`config.mk`:
```
export PLATFORM = sky130hd
export DESIGN_NAME = one_wire_temperature_master_core
export DESIGN_NICKNAME = d
export VERILOG_FILES = /design/src/hw/rtl/owtm_pkg.sv /design/src/hw/rtl/one_wire_temperature_master_core.sv
export SDC_FILE = /design/constraint.sdc
export NUM_CORES = 1
export LEC_CHECK = 0
export BUFFER_PORTS_ARGS = -buffer_cell sky130_fd_sc_hd__buf_4
export CORE_ASPECT_RATIO = 1.1
export CORE_UTILIZATION = 55
export CTS_CLUSTER_DIAMETER = 40
export DETAILED_ROUTE_END_ITERATION = 12
export PLACE_DENSITY = 0.77
export SLEW_MARGIN = 20
export SYNTH_ARGS = -nofsm -noshare
export SYNTH_HDL_FRONTEND = slang
export SYNTH_SLANG_ARGS = --single-unit
```
`constraint.sdc`:
```
create_clock -name clk_i -period 6.8 [get_ports clk_i]
set_clock_uncertainty 0.1 [all_clocks]
set_input_delay 0 -clock clk_i [delete_from_list [all_inputs] [get_ports clk_i]]
set_output_delay 0 -clock clk_i [all_outputs]
set_load 0.02 [all_outputs]
```
`src/hw/rtl/owtm_pkg.sv`:
```
`timescale 1ns / 1ps

package owtm_pkg;

  // command codes
  localparam logic [2:0] CMD_TICK  = 3'd0;
  localparam logic [2:0] CMD_RESET = 3'd1;
  localparam logic [2:0] CMD_WRITE = 3'd2;
  localparam logic [2:0] CMD_READ  = 3'd3;
  localparam logic [2:0] CMD_TEMP  = 3'd4;

  // configuration register indexes
  localparam logic [2:0] CFG_RESET_LOW    = 3'd0;
  localparam logic [2:0] CFG_RESET_REL    = 3'd1;
  localparam logic [2:0] CFG_PRES_RECOVER = 3'd2;
  localparam logic [2:0] CFG_SLOT_LOW     = 3'd3;
  localparam logic [2:0] CFG_WRITE_HOLD   = 3'd4;
  localparam logic [2:0] CFG_READ_SAMPLE  = 3'd5;
  localparam logic [2:0] CFG_READ_RECOVER = 3'd6;
  localparam logic [2:0] CFG_CONV_WAIT    = 3'd7;

  localparam int unsigned CfgDataW = 20;
  localparam int unsigned TickW    = 20;

  // register reset values
  localparam logic [9:0]  RESET_LOW_DEF    = 10'd700;
  localparam logic [7:0]  RESET_REL_DEF    = 8'd60;
  localparam logic [9:0]  PRES_RECOVER_DEF = 10'd500;
  localparam logic [3:0]  SLOT_LOW_DEF     = 4'd2;
  localparam logic [7:0]  WRITE_HOLD_DEF   = 8'd60;
  localparam logic [3:0]  READ_SAMPLE_DEF  = 4'd2;
  localparam logic [7:0]  READ_RECOVER_DEF = 8'd70;
  localparam logic [19:0] CONV_WAIT_DEF    = 20'd20000;

  // rom and function commands sent during the temperature read
  localparam logic [7:0] ROM_SKIP      = 8'hCC;
  localparam logic [7:0] FN_CONVERT    = 8'h44;
  localparam logic [7:0] FN_READ_SCRAT = 8'hBE;

  // last step of the temperature read sequence, and the step that reads the low byte
  localparam logic [3:0] SEQ_LAST = 4'd8;
  localparam logic [3:0] SEQ_LOW_BYTE = 4'd7;

  typedef enum logic [1:0] {
    KIND_RESET,
    KIND_WRITE,
    KIND_READ,
    KIND_CONV
  } kind_e;

  typedef struct packed {
    logic [2:0] command;
    logic [7:0] write_data;
    logic       line_level;
  } in_word_t;

  typedef struct packed {
    logic        line_release;
    logic        busy_res;
    logic        done_res;
    logic [15:0] read_value;
  } out_word_t;

  function automatic kind_e seq_kind(input logic [3:0] step);
    kind_e k;
    case (step)
      4'd0, 4'd4: k = KIND_RESET;
      4'd1, 4'd2, 4'd5, 4'd6: k = KIND_WRITE;
      4'd3: k = KIND_CONV;
      default: k = KIND_READ;
    endcase
    return k;
  endfunction

  function automatic logic [7:0] seq_byte(input logic [3:0] step);
    logic [7:0] b;
    case (step)
      4'd1, 4'd5: b = ROM_SKIP;
      4'd2: b = FN_CONVERT;
      4'd6: b = FN_READ_SCRAT;
      default: b = 8'h00;
    endcase
    return b;
  endfunction

endpackage

```
`src/hw/rtl/one_wire_temperature_master_core.sv`:
```
`timescale 1ns / 1ps

// channel  | signals                          | word
// ---------+----------------------------------+-------------------------------
// in       | in_valid_i / in_ready_o          | in_word_i: one bus tick
// out      | out_valid_o / out_ready_i        | out_word_o: line and status
// cfg      | cfg_we_i, cfg_idx_i, cfg_data_i  | timing register write
//
// one word per cycle while the output is not stalled: each accepted tick is processed in the cycle it is
// accepted and its result lands in the output register on the same edge
// the output register is the only stage; a new tick is taken whenever that
// register is empty or is being emptied, so full rate with out_ready_i high
// reset (rst_ni low, async) clears the sequencer to idle and loads the
// default timings; a stall on the output simply holds in_ready_o low

module one_wire_temperature_master_core
  import owtm_pkg::*;
(
  input  logic                clk_i,
  input  logic                rst_ni,
  input  logic                in_valid_i,
  output logic                in_ready_o,
  input  in_word_t            in_word_i,
  output logic                out_valid_o,
  input  logic                out_ready_i,
  output out_word_t           out_word_o,
  input  logic                cfg_we_i,
  input  logic [2:0]          cfg_idx_i,
  input  logic [CfgDataW-1:0] cfg_data_i
);

  typedef enum logic [3:0] {
    PH_IDLE,
    PH_RST_LOW,
    PH_RST_REL,
    PH_RST_WAIT,
    PH_RST_REC,
    PH_WR_SLOT,
    PH_WR_HOLD,
    PH_RD_SLOT,
    PH_RD_SAMPLE,
    PH_RD_REC,
    PH_CONV
  } phase_e;

  // timing registers
  logic [9:0]  reset_low_q, pres_rec_q;
  logic [7:0]  reset_rel_q, write_hold_q, read_rec_q;
  logic [3:0]  slot_low_q, read_sample_q;
  logic [19:0] conv_wait_q;

  // sequencer state
  phase_e          phase_q, phase_d;
  logic [TickW-1:0] tick_q, tick_d;
  logic [3:0]      bit_q, bit_d;
  logic [7:0]      shift_q, shift_d;
  logic [3:0]      step_q, step_d;
  logic [7:0]      low_q, low_d;
  logic [15:0]     result_q, result_d;
  logic [2:0]      active_q, active_d;

  // output register
  logic      out_valid_q;
  out_word_t out_word_q;
  out_word_t out_word_d;

  logic in_fire;

  // working values for the tick
  logic [TickW-1:0] dur;
  logic [TickW-1:0] tick_nxt;
  logic             hit;
  logic             line;
  logic             done;
  logic             sub_end;
  logic             fin;
  kind_e            kind;
  logic [7:0]       kbyte;

  assign in_ready_o  = !out_valid_q || out_ready_i;
  assign in_fire     = in_valid_i && in_ready_o;
  assign out_valid_o = out_valid_q;
  assign out_word_o  = out_word_q;

  always_comb begin
    phase_d  = phase_q;
    tick_d   = tick_q;
    bit_d    = bit_q;
    shift_d  = shift_q;
    step_d   = step_q;
    low_d    = low_q;
    result_d = result_q;
    active_d = active_q;
    line     = 1'b1;
    done     = 1'b0;
    sub_end  = 1'b0;
    fin      = 1'b0;
    kind     = KIND_RESET;
    kbyte    = 8'h00;

    // command start, only when idle; the start tick is the first tick of
    // the first phase
    if (phase_q == PH_IDLE && (in_word_i.command inside {[CMD_RESET:CMD_TEMP]})) begin
      active_d = in_word_i.command;
      step_d   = '0;
      tick_d   = '0;
      bit_d    = '0;
      case (in_word_i.command)
        CMD_WRITE: begin
          shift_d = in_word_i.write_data;
          phase_d = PH_WR_SLOT;
        end
        CMD_READ: begin
          shift_d = '0;
          phase_d = PH_RD_SLOT;
        end
        default: phase_d = PH_RST_LOW; // bus reset, also first step of temp read
      endcase
    end

    // duration of the phase being timed; zero behaves like one
    case (phase_d)
      PH_RST_LOW:   dur = TickW'(reset_low_q);
      PH_RST_REL:   dur = TickW'(reset_rel_q);
      PH_RST_REC:   dur = TickW'(pres_rec_q);
      PH_WR_SLOT:   dur = TickW'(slot_low_q);
      PH_RD_SLOT:   dur = TickW'(slot_low_q);
      PH_WR_HOLD:   dur = TickW'(write_hold_q);
      PH_RD_SAMPLE: dur = TickW'(read_sample_q);
      PH_RD_REC:    dur = TickW'(read_rec_q);
      PH_CONV:      dur = conv_wait_q;
      default:      dur = '0;
    endcase
    tick_nxt = tick_d + 1'b1;
    hit      = (tick_nxt >= dur);

    case (phase_d)
      PH_IDLE: begin
      end
      PH_RST_LOW: begin
        line   = 1'b0;
        tick_d = hit ? '0 : tick_nxt;
        if (hit) phase_d = PH_RST_REL;
      end
      PH_RST_REL: begin
        tick_d = hit ? '0 : tick_nxt;
        if (hit) phase_d = PH_RST_WAIT;
      end
      PH_RST_WAIT: begin
        // no presence check, just wait for the pull-up
        if (in_word_i.line_level) begin
          tick_d  = '0;
          phase_d = PH_RST_REC;
        end
      end
      PH_RST_REC: begin
        tick_d = hit ? '0 : tick_nxt;
        if (hit) sub_end = 1'b1;
      end
      PH_WR_SLOT: begin
        line   = 1'b0;
        tick_d = hit ? '0 : tick_nxt;
        if (hit) phase_d = PH_WR_HOLD;
      end
      PH_WR_HOLD: begin
        line   = shift_d[0];
        tick_d = hit ? '0 : tick_nxt;
        if (hit) begin
          shift_d = {1'b0, shift_d[7:1]};
          bit_d   = bit_d + 1'b1;
          if (bit_d >= 4'd8) sub_end = 1'b1;
          else phase_d = PH_WR_SLOT;
        end
      end
      PH_RD_SLOT: begin
        line   = 1'b0;
        tick_d = hit ? '0 : tick_nxt;
        if (hit) phase_d = PH_RD_SAMPLE;
      end
      PH_RD_SAMPLE: begin
        tick_d = hit ? '0 : tick_nxt;
        if (hit) begin
          // lsb first, so new bits enter at the top
          shift_d = {in_word_i.line_level, shift_d[7:1]};
          phase_d = PH_RD_REC;
        end
      end
      PH_RD_REC: begin
        tick_d = hit ? '0 : tick_nxt;
        if (hit) begin
          bit_d = bit_d + 1'b1;
          if (bit_d >= 4'd8) sub_end = 1'b1;
          else phase_d = PH_RD_SLOT;
        end
      end
      PH_CONV: begin
        tick_d = hit ? '0 : tick_nxt;
        if (hit) sub_end = 1'b1;
      end
      default: phase_d = PH_IDLE;
    endcase

    // end of one bus operation: capture data, advance the temp sequence
    if (sub_end) begin
      fin = 1'b1;
      if (active_d == CMD_READ) result_d = {8'h00, shift_d};
      if (active_d == CMD_TEMP) begin
        if (step_d == SEQ_LOW_BYTE) low_d = shift_d;
        if (step_d == SEQ_LAST) result_d = {shift_d, low_d};
        if (step_d < SEQ_LAST) begin
          fin    = 1'b0;
          step_d = step_d + 1'b1;
          kind   = seq_kind(step_d);
          kbyte  = seq_byte(step_d);
          tick_d = '0;
          bit_d  = '0;
          case (kind)
            KIND_RESET: phase_d = PH_RST_LOW;
            KIND_WRITE: begin
              shift_d = kbyte;
              phase_d = PH_WR_SLOT;
            end
            KIND_READ: begin
              shift_d = '0;
              phase_d = PH_RD_SLOT;
            end
            default: phase_d = PH_CONV;
          endcase
        end
      end
      if (fin) begin
        phase_d  = PH_IDLE;
        tick_d   = '0;
        bit_d    = '0;
        step_d   = '0;
        active_d = CMD_TICK;
        done     = 1'b1;
      end
    end

    out_word_d.line_release = line;
    out_word_d.busy_res     = (phase_d != PH_IDLE);
    out_word_d.done_res     = done;
    out_word_d.read_value   = result_d;
  end

  always_ff @(posedge clk_i or negedge rst_ni) begin
    if (!rst_ni) begin
      reset_low_q   <= RESET_LOW_DEF;
      reset_rel_q   <= RESET_REL_DEF;
      pres_rec_q    <= PRES_RECOVER_DEF;
      slot_low_q    <= SLOT_LOW_DEF;
      write_hold_q  <= WRITE_HOLD_DEF;
      read_sample_q <= READ_SAMPLE_DEF;
      read_rec_q    <= READ_RECOVER_DEF;
      conv_wait_q   <= CONV_WAIT_DEF;
    end else if (cfg_we_i) begin
      case (cfg_idx_i)
        CFG_RESET_LOW:    reset_low_q   <= cfg_data_i[9:0];
        CFG_RESET_REL:    reset_rel_q   <= cfg_data_i[7:0];
        CFG_PRES_RECOVER: pres_rec_q    <= cfg_data_i[9:0];
        CFG_SLOT_LOW:     slot_low_q    <= cfg_data_i[3:0];
        CFG_WRITE_HOLD:   write_hold_q  <= cfg_data_i[7:0];
        CFG_READ_SAMPLE:  read_sample_q <= cfg_data_i[3:0];
        CFG_READ_RECOVER: read_rec_q    <= cfg_data_i[7:0];
        CFG_CONV_WAIT:    conv_wait_q   <= cfg_data_i[19:0];
        default: ;
      endcase
    end
  end

  // sequencer state and output register
  always_ff @(posedge clk_i or negedge rst_ni) begin
    if (!rst_ni) begin
      phase_q     <= PH_IDLE;
      tick_q      <= '0;
      bit_q       <= '0;
      shift_q     <= '0;
      step_q      <= '0;
      low_q       <= '0;
      result_q    <= '0;
      active_q    <= CMD_TICK;
      out_valid_q <= 1'b0;
      out_word_q  <= '0;
    end else begin
      if (in_fire) begin
        phase_q    <= phase_d;
        tick_q     <= tick_d;
        bit_q      <= bit_d;
        shift_q    <= shift_d;
        step_q     <= step_d;
        low_q      <= low_d;
        result_q   <= result_d;
        active_q   <= active_d;
        out_word_q <= out_word_d;
      end
      if (in_fire) out_valid_q <= 1'b1;
      else if (out_ready_i) out_valid_q <= 1'b0;
    end
  end

endmodule

```
==> out/metrics.cfg <==
[floorplanning]
die_area_mm2=0.0155
start_util_pct=56.7
coreArea_mm2=0.0146
die_w_um=119
die_h_um=131
boundaryPins=61
rows=46

[cells_and_area]
areaGrowthSynthToFinish_pct=18.1
fin_cells=1079
final_nets=943
drive_gt1_share_pct=27.2
diodes=0
fin_area_mm2=0.00976

[pwr]
power_density_mw_per_mm2=383
power_frac_clock_pct=26.2
p_total_mw=3.74
pwr-share-comb_pct=42.4
p_sw_share_pct=39.1
p_leak_nw=4.21
peakVddDrop_mv=0.220
p_seq_share_pct=31.4
p_switching_mw=1.46
p_int_mw=2.28

[hold_path]
holdPathStages=3
hp-start=cfg_idx_i[2]
min_to=slot_low_q[2]
hp-class=in2reg

[detailed_routing]
drc=0
drtIter0Drc=829
ant_nets=0
via_per_inst=6.34
drt-total-wl_mm=21.0
routedWlPerCell_um=19.4
dr.pass1.iters=5
vias=6846

[sta]
rsz0062_at_grt=false
slew_violations=0
finalHoldViolations=0
min_period_over_period_pct=91.1
max_freq_mhz=161
worst_slack_ps=602
setup-tns-final_ps=0
max_slew_margin_pct=38.0
period_needed_ps=6200
setup_violations=0
worst_pin_slew_ps=917

[global_route]
first_global_vias=6858
antenna_found_initial=0
grt.total_usage_pct=28.1
overflow=0
grt_max_degree=78
grt_pass1_wl_mm=34.3

[synthesis]
synth-main-ff-cell=dfrtp_1
ys_ff_latch=143
syn_inst=797
synth_most_common_cell=dfrtp_1
synth_top_area_share_pct=34.2
yosys.area.top_type=dfrtp_1
post_synth_num_cell_types=74
ys_seq_area_share_pct=43.8
synth_fp_nets=866
syn_area_mm2=0.00826
async_reset_ff_share_pct=100
yosysWarnings=0
synth_commonest_cells=dfrtp_1, mux2_2, nand2_1
synth_edf_count=0
synth_area_leaders=dfrtp_1, mux2_2, dfstp_2, ha_1, nand2_1
synth_area_per_cell_um2=10.4

[cts]
clkTransAtPathRegs_ps=60
cts_inserted_buffers=17
htreeDepth=4
tritoncts=built
clock_path_buffers=2
cts_resized=0
worstSkewPairLatency_ps=420
clock-sinks=143
cts-root-buf=clkbuf_16

[placed_design]
dp_hpwl_mm=14.5
port_buffers=60
placed_cell_area_mm2=0.00888
pre_cts_ws_ps=683
placed_cells=1022
gp_congestion=0.921

[critical_path]
cp.required_ps=7000
path_max_fanout=24
cp_data_arrival_time_ps=6400
crit_start=phase_q[0]
rr_worst_depth=18
critPathLaunchType=register
worst-setup-path-type=reg2reg
reg2reg_slack_ps=600
cp-end-kind=register
r2r-start=phase_q[0]
r2r_end=low_q[5]

[job]
max_cap_viol_count=0

[outcome]
status=finished clean

==> power groups by stage <==
stage	Clock [mW]	Sequential, mW	Combinational [mW]
floorplan	0	1.15	1.12
global placement	0	1.17	1.49
detailed placement	0	1.18	1.53
CTS	0.994	1.17	1.55
global route	1.03	1.19	1.73
finish	0.981	1.17	1.58
==> routing by layer <==
metal	routed length [um]	share of wire [%]	global-route usage [%]
met2	10400	50	49.2
met3	1090	5.2	4.56
met4	511	2.4	11.5
met5	0	0	0
met1	8920	43	35.1
==> logic make-up after synthesis <==
logic type | synth area share [%]
mux | 12.4
buf+inv | 3.03
flops | 43.8
simple gates | 15.6
compound gates | 18.3
xor+xnor | 2.53
fa+ha+maj | 4.39
==> layout by cell type (no fill, tap or decap), types with 4 or more instances in the layout <==
cell	instances
dfstp_2	30
a211oi_1	4
o22ai_1	4
o21ai_0	33
nand4_1	4
xor2_1	10
clkbuf_16	17
a31oi_1	10
nor3_1	11
o31ai_1	10
nand2b_1	11
clkbuf_8	5
a22oi_1	19
mux2_2	80
ha_1	29
o211ai_1	6
buf_4	76
or3_1	4
a21oi_1	45
and3_1	11
nand2_1	64
xnor2_1	12
nor2_1	58
inv_1	10
nor2b_1	8
and4_1	4
nor3b_1	4
o221a_1	7
nor4b_1	4
and2_1	12
a221oi_1	5
mux2i_1	12
a22o_1	27
dlygate4sd3_1	25
dfrtp_1	113
nand3_1	27
==> worst max-delay path, cell delays in order (launching register included) <==
cell and delay, ps:
dfrtp_1 620, or4_4 730, or3_1 450, and2_1 200, ha_1 230, nand3_1 120, nor2_1 60, and4_1 280
nand3_1 140, nor2_1 80, xnor2_1 150, nor2_1 60, ha_1 330, nand4_1 130, or4_1 610, o211ai_2 490
nand2_1 300, nor4_4 600, mux2_2 400
==> worst max-delay path by stage <==
stage / cells past startpoint / to / slack [ps]
5_1_grt: 18 / low_q[5] / 260
4_1_cts: 18 / low_q[5] / 650
2_1_floorplan: 22 / low_q[0] / 1420
6_report: 18 / low_q[5] / 600
3_3_place_gp: 18 / low_q[4] / 880
3_5_place_dp: 18 / low_q[1] / 680
==> what timing repair did <==
| item | CTS | global route |
|---|---|---|
| hold buffers | 25 | 0 |
| endpoints found under the hold margin | 151 | 0 |
| setup buffers | 0 | 0 |
==> state kept, by name, summed over array words and instances (netlist names) <==
| signal | flops |
|---|---|
| active_q | 3 |
| bit_q | 4 |
| conv_wait_q | 20 |
| low_q | 8 |
| out_valid_o | 1 |
| out_word_o | 19 |
| phase_q | 4 |
| pres_rec_q | 10 |
| read_rec_q | 8 |
| read_sample_q | 4 |
| reset_low_q | 10 |
| reset_rel_q | 8 |
| shift_q | 8 |
| slot_low_q | 4 |
| step_q | 4 |
| tick_q | 20 |
| write_hold_q | 8 |
==> through the flow <==
stage	utilization, %	hold slack (ps)
floorplan	-	-396
global placement	61.0	-53.5
detailed placement	61.0	-39.4
CTS	67.0	21.3
global route	67.0	44.9
finish	67.0	45.4
==> final cells by class <==
class | count | area, um^2
Tap cell | 192 | 240
Multi-Input combinational cell | 600 | 4400
Sequential cell | 143 | 3620
Fill cell | 1119 | 4800
Inverter | 10 | 37.5
Clock buffer | 24 | 502
Clock inverter | 8 | 128
Timing Repair Buffer | 102 | 832
No activity file was read; power rests on OpenSTA's default activity.
